===== config.mk =====
export PLATFORM = sky130hd
export DESIGN_NAME = ray_ground_point_classifier
export DESIGN_NICKNAME = d
export VERILOG_FILES = /design/src/hdl/rgpc_pkg.sv /design/src/hdl/rgpc_front.sv /design/src/hdl/rgpc_queue.sv /design/src/hdl/rgpc_back.sv /design/src/hdl/ray_ground_point_classifier.sv
export SDC_FILE = /design/constraint.sdc
export NUM_CORES = 2
export LEC_CHECK = 0
export BUFFER_PORTS_ARGS = -buffer_cell sky130_fd_sc_hd__buf_2
export CORE_MARGIN = 2
export CORE_UTILIZATION = 25
export DETAILED_ROUTE_END_ITERATION = 10
export PLACE_DENSITY = 0.42
export REMOVE_ABC_BUFFERS = 1
export SLEW_MARGIN = 20
export SYNTH_ARGS = -nofsm -noshare
export SYNTH_HDL_FRONTEND = slang
export SYNTH_SLANG_ARGS = --single-unit

===== constraint.sdc =====
create_clock -name clock -period 11.8 [get_ports clock]
set_input_delay 0.59 -clock clock [delete_from_list [all_inputs] [get_ports clock]]
set_output_delay 0.59 -clock clock [all_outputs]
set_load 0.01 [all_outputs]

===== src/hdl/rgpc_pkg.sv =====
// shared types, constants and register codes of the ray ground point classifier
package rgpc_pkg;

   localparam int TAG_BITS       = 16;
   localparam int RADIUS_BITS    = 18;
   localparam int HEIGHT_BITS    = 16;
   localparam int SENSOR_BITS    = 13;
   localparam int SLOPE_BITS     = 20;
   localparam int MINH_BITS      = 13;

   localparam int QUEUE_DEPTH    = 4;
   localparam int QPTR_BITS      = $clog2(QUEUE_DEPTH);
   localparam int QCNT_BITS      = $clog2(QUEUE_DEPTH + 1);
   localparam int OCC_BITS       = QCNT_BITS + 1;

   localparam int CSR_INDEX_BITS = 3;
   localparam int CSR_DATA_BITS  = 20;

   localparam logic [CSR_INDEX_BITS-1:0] CSR_SENSOR_HEIGHT     = 3'd0;
   localparam logic [CSR_INDEX_BITS-1:0] CSR_LOCAL_SLOPE       = 3'd1;
   localparam logic [CSR_INDEX_BITS-1:0] CSR_GENERAL_SLOPE     = 3'd2;
   localparam logic [CSR_INDEX_BITS-1:0] CSR_CONCENTRIC_DIST   = 3'd3;
   localparam logic [CSR_INDEX_BITS-1:0] CSR_MIN_LOCAL_HEIGHT  = 3'd4;

   localparam logic [SENSOR_BITS-1:0] RST_SENSOR_HEIGHT    = 13'd1800;
   localparam logic [SLOPE_BITS-1:0]  RST_LOCAL_SLOPE      = 20'd9209;
   localparam logic [SLOPE_BITS-1:0]  RST_GENERAL_SLOPE    = 20'd5734;
   localparam logic [RADIUS_BITS-1:0] RST_CONCENTRIC_DIST  = 18'd100;
   localparam logic [MINH_BITS-1:0]   RST_MIN_LOCAL_HEIGHT = 13'd50;

   typedef struct packed {
      logic [SENSOR_BITS-1:0] sensor_height_mm;
      logic [SLOPE_BITS-1:0]  local_slope_tan;
      logic [SLOPE_BITS-1:0]  general_slope_tan;
      logic [RADIUS_BITS-1:0] concentric_distance_mm;
      logic [MINH_BITS-1:0]   min_local_height_mm;
   } cfg_type;

   typedef struct packed {
      logic                ray_start;
      logic                local_ok;
      logic                general_ok;
      logic [TAG_BITS-1:0] tag;
   } entry_type;

   typedef struct packed {
      logic [QCNT_BITS-1:0] count;
      logic                 not_empty;
   } q_status_type;

endpackage


===== src/hdl/rgpc_front.sv =====
// front part: takes points, forms radius step and height windows, multiplies and compares
module rgpc_front (
   input  logic                              clock,
   input  logic                              reset,
   input  rgpc_pkg::cfg_type                 cfg,
   input  logic                              req_valid,
   output logic                              req_stall,
   input  logic                              req_ray_start,
   input  logic [rgpc_pkg::RADIUS_BITS-1:0]  req_radius_mm,
   input  logic signed [rgpc_pkg::HEIGHT_BITS-1:0] req_height_mm,
   input  logic [rgpc_pkg::TAG_BITS-1:0]     req_point_tag,
   input  rgpc_pkg::q_status_type            q_status,
   output logic                              push_valid,
   output rgpc_pkg::entry_type               push_word
);
   import rgpc_pkg::*;

   logic                     accept;
   logic [OCC_BITS-1:0]      occupancy;

   logic [RADIUS_BITS-1:0]   ray_radius_ff, ray_radius_in;
   logic [HEIGHT_BITS-1:0]   ray_height_ff, ray_height_in;

   logic [RADIUS_BITS-1:0]   base_radius;
   logic [HEIGHT_BITS-1:0]   base_height;

   logic                     a_valid_ff, a_valid_in;
   logic [RADIUS_BITS:0]     a_step_ff, a_step_in;
   logic [HEIGHT_BITS:0]     a_dh_ff, a_dh_in;
   logic [HEIGHT_BITS:0]     a_eh_ff, a_eh_in;
   logic [RADIUS_BITS-1:0]   a_radius_ff;
   logic                     a_beyond_ff, a_beyond_in;
   logic                     a_start_ff;
   logic [TAG_BITS-1:0]      a_tag_ff;

   logic                     b_valid_ff, b_valid_in;
   logic signed [39:0]       b_local_ff, b_local_in;
   logic [37:0]              b_gen_ff, b_gen_in;
   logic [HEIGHT_BITS:0]     b_dh_ff;
   logic [HEIGHT_BITS:0]     b_eh_ff;
   logic                     b_beyond_ff;
   logic                     b_start_ff;
   logic [TAG_BITS-1:0]      b_tag_ff;

   logic signed [40:0]       min_q;
   logic signed [40:0]       local_ext;
   logic signed [40:0]       local_thr;
   logic signed [40:0]       local_neg;
   logic signed [40:0]       d_q;
   logic signed [40:0]       gen_ext;
   logic signed [40:0]       gen_neg;
   logic signed [40:0]       e_q;

   // credit check against the queue, counting points still in flight
   assign occupancy = {1'b0, q_status.count} + OCC_BITS'(a_valid_ff) + OCC_BITS'(b_valid_ff);
   assign req_stall = (occupancy >= OCC_BITS'(QUEUE_DEPTH));
   assign accept    = req_valid && !req_stall;

   // stage a: differences against the previous point of the ray
   always_comb begin
      base_radius    = req_ray_start ? '0 : ray_radius_ff;
      base_height    = req_ray_start ? (HEIGHT_BITS'(0) - HEIGHT_BITS'(cfg.sensor_height_mm))
                                     : ray_height_ff;
      a_step_in      = {1'b0, req_radius_mm} - {1'b0, base_radius};
      a_dh_in        = {req_height_mm[HEIGHT_BITS-1], req_height_mm}
                       - {base_height[HEIGHT_BITS-1], base_height};
      a_eh_in        = {req_height_mm[HEIGHT_BITS-1], req_height_mm}
                       + (HEIGHT_BITS+1)'(cfg.sensor_height_mm);
      a_beyond_in    = (req_radius_mm > cfg.concentric_distance_mm);
      a_valid_in     = accept;
      ray_radius_in  = accept ? req_radius_mm : ray_radius_ff;
      ray_height_in  = accept ? req_height_mm : ray_height_ff;
   end

   // stage b: threshold products
   always_comb begin
      b_valid_in = a_valid_ff;
      b_local_in = 40'($signed({1'b0, cfg.local_slope_tan})) * 40'($signed(a_step_ff));
      b_gen_in   = 38'(cfg.general_slope_tan) * 38'(a_radius_ff);
   end

   // window compares in Q16 millimetres
   always_comb begin
      min_q     = $signed({12'b0, cfg.min_local_height_mm, 16'b0});
      local_ext = $signed({b_local_ff[39], b_local_ff});
      local_thr = (b_beyond_ff && (local_ext < min_q)) ? min_q : local_ext;
      local_neg = -local_thr;
      d_q       = $signed({{8{b_dh_ff[HEIGHT_BITS]}}, b_dh_ff, 16'b0});
      gen_ext   = $signed({3'b0, b_gen_ff});
      gen_neg   = -gen_ext;
      e_q       = $signed({{8{b_eh_ff[HEIGHT_BITS]}}, b_eh_ff, 16'b0});

      push_valid           = b_valid_ff;
      push_word.ray_start  = b_start_ff;
      push_word.local_ok   = (d_q <= local_thr) && (d_q >= local_neg);
      push_word.general_ok = (e_q <= gen_ext) && (e_q >= gen_neg);
      push_word.tag        = b_tag_ff;
   end

   always_ff @(posedge clock) begin
      if (reset) begin
         a_valid_ff    <= 1'b0;
         b_valid_ff    <= 1'b0;
         ray_radius_ff <= '0;
         ray_height_ff <= '0;
      end else begin
         a_valid_ff    <= a_valid_in;
         b_valid_ff    <= b_valid_in;
         ray_radius_ff <= ray_radius_in;
         ray_height_ff <= ray_height_in;
      end
   end

   always_ff @(posedge clock) begin
      if (accept) begin
         a_step_ff   <= a_step_in;
         a_dh_ff     <= a_dh_in;
         a_eh_ff     <= a_eh_in;
         a_radius_ff <= req_radius_mm;
         a_beyond_ff <= a_beyond_in;
         a_start_ff  <= req_ray_start;
         a_tag_ff    <= req_point_tag;
      end
      if (a_valid_ff) begin
         b_local_ff  <= b_local_in;
         b_gen_ff    <= b_gen_in;
         b_dh_ff     <= a_dh_ff;
         b_eh_ff     <= a_eh_ff;
         b_beyond_ff <= a_beyond_ff;
         b_start_ff  <= a_start_ff;
         b_tag_ff    <= a_tag_ff;
      end
   end

endmodule


===== src/hdl/rgpc_queue.sv =====
// short queue of classified words between front and back parts
module rgpc_queue (
   input  logic                    clock,
   input  logic                    reset,
   input  logic                    push_valid,
   input  rgpc_pkg::entry_type     push_word,
   input  logic                    pop,
   output rgpc_pkg::entry_type     head_word,
   output rgpc_pkg::q_status_type  q_status
);
   import rgpc_pkg::*;

   entry_type              entries_ff [QUEUE_DEPTH];
   logic [QPTR_BITS-1:0]   wr_ptr_ff, wr_ptr_in;
   logic [QPTR_BITS-1:0]   rd_ptr_ff, rd_ptr_in;
   logic [QCNT_BITS-1:0]   count_ff, count_in;

   always_comb begin
      wr_ptr_in = push_valid ? wr_ptr_ff + QPTR_BITS'(1) : wr_ptr_ff;
      rd_ptr_in = pop ? rd_ptr_ff + QPTR_BITS'(1) : rd_ptr_ff;
      count_in  = count_ff + QCNT_BITS'(push_valid) - QCNT_BITS'(pop);
      head_word          = entries_ff[rd_ptr_ff];
      q_status.count     = count_ff;
      q_status.not_empty = (count_ff != '0);
   end

   always_ff @(posedge clock) begin
      if (reset) begin
         wr_ptr_ff <= '0;
         rd_ptr_ff <= '0;
         count_ff  <= '0;
      end else begin
         wr_ptr_ff <= wr_ptr_in;
         rd_ptr_ff <= rd_ptr_in;
         count_ff  <= count_in;
      end
   end

   always_ff @(posedge clock) begin
      if (push_valid) begin
         entries_ff[wr_ptr_ff] <= push_word;
      end
   end

endmodule


===== src/hdl/rgpc_back.sv =====
// back part: applies the ground chain along the ray and holds the result word
module rgpc_back (
   input  logic                           clock,
   input  logic                           reset,
   input  rgpc_pkg::entry_type            head_word,
   input  rgpc_pkg::q_status_type         q_status,
   output logic                           pop,
   output logic                           rsp_valid,
   input  logic                           rsp_stall,
   output logic                           rsp_is_ground,
   output logic [rgpc_pkg::TAG_BITS-1:0]  rsp_result_tag
);
   import rgpc_pkg::*;

   logic                  last_ground_ff, last_ground_in;
   logic                  rsp_valid_ff, rsp_valid_in;
   logic                  rsp_ground_ff;
   logic [TAG_BITS-1:0]   rsp_tag_ff;
   logic                  ground;

   always_comb begin
      pop    = q_status.not_empty && (!rsp_valid_ff || !rsp_stall);
      ground = head_word.local_ok
               && ((!head_word.ray_start && last_ground_ff) || head_word.general_ok);
      last_ground_in = pop ? ground : last_ground_ff;
      if (pop) begin
         rsp_valid_in = 1'b1;
      end else if (!rsp_stall) begin
         rsp_valid_in = 1'b0;
      end else begin
         rsp_valid_in = rsp_valid_ff;
      end
   end

   always_ff @(posedge clock) begin
      if (reset) begin
         last_ground_ff <= 1'b0;
         rsp_valid_ff   <= 1'b0;
      end else begin
         last_ground_ff <= last_ground_in;
         rsp_valid_ff   <= rsp_valid_in;
      end
   end

   always_ff @(posedge clock) begin
      if (pop) begin
         rsp_ground_ff <= ground;
         rsp_tag_ff    <= head_word.tag;
      end
   end

   assign rsp_valid      = rsp_valid_ff;
   assign rsp_is_ground  = rsp_ground_ff;
   assign rsp_result_tag = rsp_tag_ff;

endmodule


===== src/hdl/ray_ground_point_classifier.sv =====
// top level of the ray ground point classifier: registers, front, queue and back parts
//
// points enter on the req_ channel, one word per point, sorted by radius within a ray,
// with req_ray_start marking the first point of each ray. one word leaves on the rsp_
// channel per point, in order, carrying the ground flag and the point tag.
// a word is taken at a clock edge where valid is high and stall is low.
// an accepted point passes the difference stage, the multiply stage, the compare into the
// queue and the result register in that order; a receiver stall can hold it in the queue.
// throughput: one point per cycle while rsp_stall stays low; the one-bit ground chain
// in the back part and the four-entry queue credit set that figure.
// the csr_ port writes one register per cycle by index; write only while idle.
// reset (synchronous, active high) restores register defaults, empties the pipeline
// and queue, and clears the previous point to radius 0, height 0, not ground.
// when the receiver stalls, the result word holds, the queue fills, and req_stall
// rises once the queue and the in-flight points reach the queue depth.
module ray_ground_point_classifier (
   input  logic                                    clock,
   input  logic                                    reset,
   input  logic                                    csr_wr_en,
   input  logic [rgpc_pkg::CSR_INDEX_BITS-1:0]     csr_index,
   input  logic [rgpc_pkg::CSR_DATA_BITS-1:0]      csr_wdata,
   input  logic                                    req_valid,
   output logic                                    req_stall,
   input  logic                                    req_ray_start,
   input  logic [rgpc_pkg::RADIUS_BITS-1:0]        req_radius_mm,
   input  logic signed [rgpc_pkg::HEIGHT_BITS-1:0] req_height_mm,
   input  logic [rgpc_pkg::TAG_BITS-1:0]           req_point_tag,
   output logic                                    rsp_valid,
   input  logic                                    rsp_stall,
   output logic                                    rsp_is_ground,
   output logic [rgpc_pkg::TAG_BITS-1:0]           rsp_result_tag
);
   import rgpc_pkg::*;

   cfg_type        cfg_ff, cfg_in;
   logic           push_valid;
   entry_type      push_word;
   entry_type      head_word;
   q_status_type   q_status;
   logic           pop;

   always_comb begin
      cfg_in = cfg_ff;
      if (csr_wr_en) begin
         case (csr_index)
            CSR_SENSOR_HEIGHT: begin
               cfg_in.sensor_height_mm = csr_wdata[SENSOR_BITS-1:0];
            end
            CSR_LOCAL_SLOPE: begin
               cfg_in.local_slope_tan = csr_wdata[SLOPE_BITS-1:0];
            end
            CSR_GENERAL_SLOPE: begin
               cfg_in.general_slope_tan = csr_wdata[SLOPE_BITS-1:0];
            end
            CSR_CONCENTRIC_DIST: begin
               cfg_in.concentric_distance_mm = csr_wdata[RADIUS_BITS-1:0];
            end
            CSR_MIN_LOCAL_HEIGHT: begin
               cfg_in.min_local_height_mm = csr_wdata[MINH_BITS-1:0];
            end
            default: begin
               cfg_in = cfg_ff;
            end
         endcase
      end
   end

   always_ff @(posedge clock) begin
      if (reset) begin
         cfg_ff.sensor_height_mm       <= RST_SENSOR_HEIGHT;
         cfg_ff.local_slope_tan        <= RST_LOCAL_SLOPE;
         cfg_ff.general_slope_tan      <= RST_GENERAL_SLOPE;
         cfg_ff.concentric_distance_mm <= RST_CONCENTRIC_DIST;
         cfg_ff.min_local_height_mm    <= RST_MIN_LOCAL_HEIGHT;
      end else begin
         cfg_ff <= cfg_in;
      end
   end

   rgpc_front u_front (
      .clock         (clock),
      .reset         (reset),
      .cfg           (cfg_ff),
      .req_valid     (req_valid),
      .req_stall     (req_stall),
      .req_ray_start (req_ray_start),
      .req_radius_mm (req_radius_mm),
      .req_height_mm (req_height_mm),
      .req_point_tag (req_point_tag),
      .q_status      (q_status),
      .push_valid    (push_valid),
      .push_word     (push_word)
   );

   rgpc_queue u_queue (
      .clock      (clock),
      .reset      (reset),
      .push_valid (push_valid),
      .push_word  (push_word),
      .pop        (pop),
      .head_word  (head_word),
      .q_status   (q_status)
   );

   rgpc_back u_back (
      .clock          (clock),
      .reset          (reset),
      .head_word      (head_word),
      .q_status       (q_status),
      .pop            (pop),
      .rsp_valid      (rsp_valid),
      .rsp_stall      (rsp_stall),
      .rsp_is_ground  (rsp_is_ground),
      .rsp_result_tag (rsp_result_tag)
   );

endmodule


======== After elaboration in Yosys (flattened, before gate mapping) ========
Memory sizes are Yosys's and may differ from the RTL's. A register that Yosys moved wholly into a read port is not among the register bits.
Cells that the tools add are included.
storage, ports and cells
  register bits after elaboration ......... 365
  memory bits (writable) .................. 76
  bits of input ports ..................... 79
  output and inout port bits .............. 19
  logic and storage cells ................. 86
  memories kept ........................... 1
cells by class
  add/subtract/negate cells ............... 12
  multipliers ............................. 2
  $lt $le $gt $ge ......................... 7
  eq/ne operators ......................... 5
  multiplexer cells ....................... 9
  reductions and logical operators ........ 20
memories
  name                words  bits a word  rd ports  clocked after memory_dff  wr ports  RTL line          RTL
  u_queue.entries_ff  4      19           1         1                         1         rgpc_queue.sv:13  entry_type entries_ff [QUEUE_DEPTH];
operator list
  kind                   number
  $ge 33x41->1           2
  $le 33x41->1           1
  $mux 41                1
  $neg 38->41            1
  $neg 41->41            1
  $lt 40x30->1           1
  $mul 21x19->40         1
  $le 33x39->1           1
  $mul 20x18->38         1
  $sub 18x18->19         1
  $gt 18x18->1           1
  $mux 18                1
  $add 16x14->17         1
  $sub 16x16->17         1
  $mux 16                1
  $sub 1x13->14 const A  1
  $reduce_and 2->1       5
  $logic_and 1x1->1      7
  $eq 3x2->1 const B     2
  $add 2x1->2 const B    2
  $add 3x1->4            1
  $add 4x1->4            1
  $ge 4x3->1 const B     1
  $logic_not 1->1        4
  other kinds (10)       15

======== Longest topological paths before layout ========
  word-level depth ........................ 6
  depth in mapped cells ................... 30
  mapped depth without buffers ............ 27

======== Modules after synthesis ========
A second synthesis with hierarchy kept.
unflattened totals
  cell total of the unflattened synthesis .. 4735
  area total of the unflattened synthesis .. 46738.6 um^2
by module, submodules not included
  module                       times used  cells each  area each (um^2)  seq. area each (um^2)
  rgpc_front                   1           4254        39586.7           7297.0
  ray_ground_point_classifier  1           314         3333.2            1681.6
  rgpc_queue                   1           140         3219.3            2462.4
  rgpc_back                    1           27          599.3             550.5

======== Worst setup path before layout ========
No wires, ideal clock.
  kind .................................... register -> register
  from .................................... register u_front.a_valid_ff
  to ...................................... register u_front.a_beyond_ff, enable pin
  setup time .............................. 0.488 ns
  arrival time ............................ 7.076 ns
  data required time ...................... 11.312 ns
  slack ................................... 4.236 ns
  stages on the path, launching flop included .. 7
  buffers on the path ..................... 2
  period minus slack after synthesis ...... 7.564 ns
  path through ............................ dfxtp_1 > a21oi_1 > o32a_1 > nand2b_1 > clkbuf_1 > clkinv_1 > buf_1
on the way
  cells in the longest elaborated chain, start to end .. 5
RTL lines
  item                    RTL line                           RTL
  start, declared         rgpc_front.sv:27                   logic a_valid_ff, a_valid_in;
  start signal, assigned  rgpc_front.sv:107                  a_valid_ff <= a_valid_in;
  $add 3x1->4             rgpc_front.sv:55                   assign occupancy = {1'b0, q_status.count} + OCC_BITS'(a_valid_ff) + OCC_BITS'(b_valid_ff);
  $add 4x1->4             rgpc_front.sv:55
  $ge 4x3->1              rgpc_front.sv:56                   assign req_stall = (occupancy >= OCC_BITS'(QUEUE_DEPTH));
  net req_stall           ray_ground_point_classifier.sv:23  output logic req_stall,
  $logic_not 1->1         rgpc_front.sv:57                   assign accept = req_valid && !req_stall;
  $logic_and 1x1->1       rgpc_front.sv:57
  net u_front.a_valid_in  rgpc_front.sv:27
  end signal, assigned    rgpc_front.sv:120                  a_beyond_ff <= a_beyond_in;
  end, declared           rgpc_front.sv:32                   logic a_beyond_ff, a_beyond_in;
The timed path passes the listed nets, and every way through them passes these cells.
A chain may end at the register's enable or synchronous reset.

==> run_results.csv <==
group,metric,value,unit
layout,final_common_cell,"nand2_1",
synth,synth_top_area_cell,"fa_1",
floorplanning,ioPinCount,98,
global_routing,grt_pass1_vias,34200,
clock_network,insertion_delay,0.67,ns
critical_path,slowest_delay,0.56,ns
worst_hold_path,min_path_cells,1,
layout,drive_above_1_share,0.0554,
timing,hold_viol_final,0,
clock_network,cts_max_path_buffers,3,
timing,rsz0062_at_grt,"no",
routing,post-route-drc-count,0,
routing,drtAntennaViolNets,0,
critical_path,critical_path_arrival,7.99,ns
critical_path,critPathMaxFanout,61,
clock_network,cts_buffers,55,
global_routing,grt_overflow,0,
synth,synth_seq_cells,443,
floorplanning,dieArea,0.189,mm²
global_routing,antenna_found_initial,23,
floorplanning,die_w,434,µm
critical_path,crit_path_top_delay_cell,"a21oi_1",
clock_network,cts_repair_resize_count,0,
critical_path,r2r-end,"u_queue.entries_ff[1][17]$_DFFE_PP_",
critical_path,worst_setup_path_start_kind,"register",
layout,fin_area,0.0513,mm²
timing,finalSetupViolations,0,
placement,placedCellCount,7200,
layout,syn2layout_area_growth,10.8,%
synth,yosysSeqAreaShare,0.259,
timing,worstMarginPinSlew,1.15,ns
clock_network,htreeDepth,2,
timing,fmax,131,MHz
synth,yosysWarnings,0,
routing,wl,136000,µm
worst_hold_path,min_path_type,"in -> reg",
global_routing,grt_max_degree,73,
synth,synth_cell_types,81,
routing,first_pass_iters,5,
synth,syn_avg_cell_area,9.62,µm²
synth,syn-instance-count,4810,
clock_network,cts_tree,"yes",
routing,via_per_inst,4.42,
clock_network,cts_root_buffer,"clkbuf_16",
clock_network,clkSinkCount,443,
floorplanning,row_count,157,
routing,dr.first_iter.drc_count,1805,
synth,async_flop_share,0,
critical_path,r2r_cells,28,
critical_path,crit-reg2reg-launch,"cfg_ff[12]$_SDFFE_PP0P_",
floorplanning,die_y,434,µm
timing,slew_headroom,0.230,
global_routing,grt_util_all_layers,0.147,
critical_path,end_kind,"register",
timing,maxSlewViolCount,0,
synth,ys_top_cells_by_area,"fa_1 (26%), edfxtp_1 (20%), ha_1 (13%), nand2_1 (6.6%), inv_1 (6.6%)",
critical_path,r2r_slack,4.19,ns
clock_network,cts_setup_buffers,0,
layout,nFillCells,19500,
placement,numPortBuffers,97,
synth,synth_top_cell_area_share,0.258,
layout,layout.cells.non_filler,7312,
synth,netlist_area,0.0463,mm²
layout,fin_util,0.280,
worst_hold_path,hold_end,"u_front.a_tag_ff[5]$_DFFE_PP_",
timing,period_needed,7.61,ns
job,maxCapViolCount,0,
routing,vias,32400,
synth,synth_edf_count,312,
placement,gp_congestion,0.826,
floorplanning,coreArea,0.183,mm²
synth,synth_flop_cell,"edfxtp_1",
worst_hold_path,min_from,"req_point_tag[5]",
timing,tns,0,ns
status,status,"completed",
floorplanning,start_util,0.252,
placement,detailed_place.area,0.0494,mm²
routing,wl_per_cell,18.6,µm
clock_network,clkTransAtPathRegs,0.06,ns
critical_path,crit_required,12.18,ns
timing,skew,0.0450,ns
layout,nets,5932,
global_routing,grt_pass1_wl,211000,µm
timing,final_min_period_over_clock_period,0.645,
layout,seqCellArea,0.0120,mm²
layout,final_cell_mix,"nand2_1 (811), inv_1 (808), fa_1 (597)",
placement,dp_hpwl,105000,µm
layout,multi_input_area,0.0305,mm²
clock_network,cts_hold_buf,0,
critical_path,crit_type,"reg -> reg",
area by class of cell:
cell class              instances  share of cell area
diodes                          8            0.000390
inverters                     809              0.0593
flip-flops and latches        443               0.234
well taps                    2464              0.0601
repair buffers                134              0.0149
clock buffers                  70              0.0283
clock inverters                34             0.00917
multi-input cells            3350               0.594
worst max path at each step:
stage | from | to | slack (ns) | depth (start not counted)
after global routing | cfg_ff[12]$_SDFFE_PP0P_ | u_queue.entries_ff[1][17]$_DFFE_PP_ | 3.66 | 28
after floorplan | u_front.a_valid_ff$_SDFF_PP0_ | u_front.a_beyond_ff$_DFFE_PP_ | 3.69 | 5
after global placement | cfg_ff[59]$_SDFFE_PP1P_ | u_front.b_local_ff[38]$_DFFE_PP_ | 4.31 | 19
final | cfg_ff[12]$_SDFFE_PP0P_ | u_queue.entries_ff[1][17]$_DFFE_PP_ | 4.19 | 28
after detailed placement | cfg_ff[12]$_SDFFE_PP0P_ | u_queue.entries_ff[1][17]$_DFFE_PP_ | 4.23 | 28
after CTS | cfg_ff[61]$_SDFFE_PP0P_ | u_front.b_local_ff[38]$_DFFE_PP_ | 4.19 | 23
sequential cells by signal (all words and copies together), names as in the netlist, 17 cells and up, named ones only:
signal / count
cfg_ff: 84
u_queue.entries_ff: 76
u_front.b_local_ff: 40
u_front.b_gen_ff: 38
u_front.a_step_ff: 19
u_front.a_radius_ff: 18
u_front.ray_radius_ff: 18
u_front.a_dh_ff: 17
u_front.a_eh_ff: 17
u_front.b_dh_ff: 17
u_front.b_eh_ff: 17
Yosys cell counts (13+ instances only):
cell type    n
nand2_1    811
inv_1      808
fa_1       597
ha_1       463
edfxtp_1   312
and2_1     260
a21oi_1    226
clkbuf_1   202
nor2_1     134
dfxtp_1    131
xnor2_1    127
o21ai_0     78
a21o_1      63
nand2b_1    53
nor3_1      52
nand3_1     51
nor2b_1     35
xor2_1      35
nand4_1     33
nand3b_1    32
nor4_1      22
mux2i_1     21
o21bai_1    18
a31oi_1     17
or3_1       17
mux4_2      16
o21a_1      16
a211oi_1    15
and3_1      14
or4_1       13
metrics by stage:
stage	setup slack (ns)	hold slack (ns)
after floorplan	3.69	0.400
after global placement	4.31	0.402
after detailed placement	4.23	0.405
after CTS	4.19	0.0454
after global routing	3.66	0.0628
final	4.19	0.100
kinds of logic after synthesis:
group / Yosys count / share of synthesized area
simple gates: 1556 / 0.159
flops: 443 / 0.259
compound gates: 530 / 0.0712
xor+xnor: 162 / 0.0307
buf+inv: 1017 / 0.0827
mux: 42 / 0.0137
fa+ha+maj: 1060 / 0.383
per-layer routing:
| metal | GRT usage | share of wire | up-vias |
|---|---|---|---|
| li1 | - | - | 15400 |
| met1 | 0.206 | 0.48 | 16200 |
| met2 | 0.242 | 0.47 | 597 |
| met3 | 0.0145 | 0.035 | 147 |
| met4 | 0.0365 | 0.023 | 2 |
| met5 | 0 | 0.000096 | - |
worst max-delay path: cells and delay by family (launching register included):
family	cells	cell delay, ns
AND/OR/NAND/NOR	13	2.77
buffers and inverters	2	0.36
AO/OA/AOI/OAI	9	2.52
flip-flops	1	0.41
adder cells (fa/ha/maj)	3	0.98
multiplexers	1	0.32
Power is left out: the tool's default activity adds up to more than one toggle a clock period on the data nets, which glitch-free logic cannot reach.
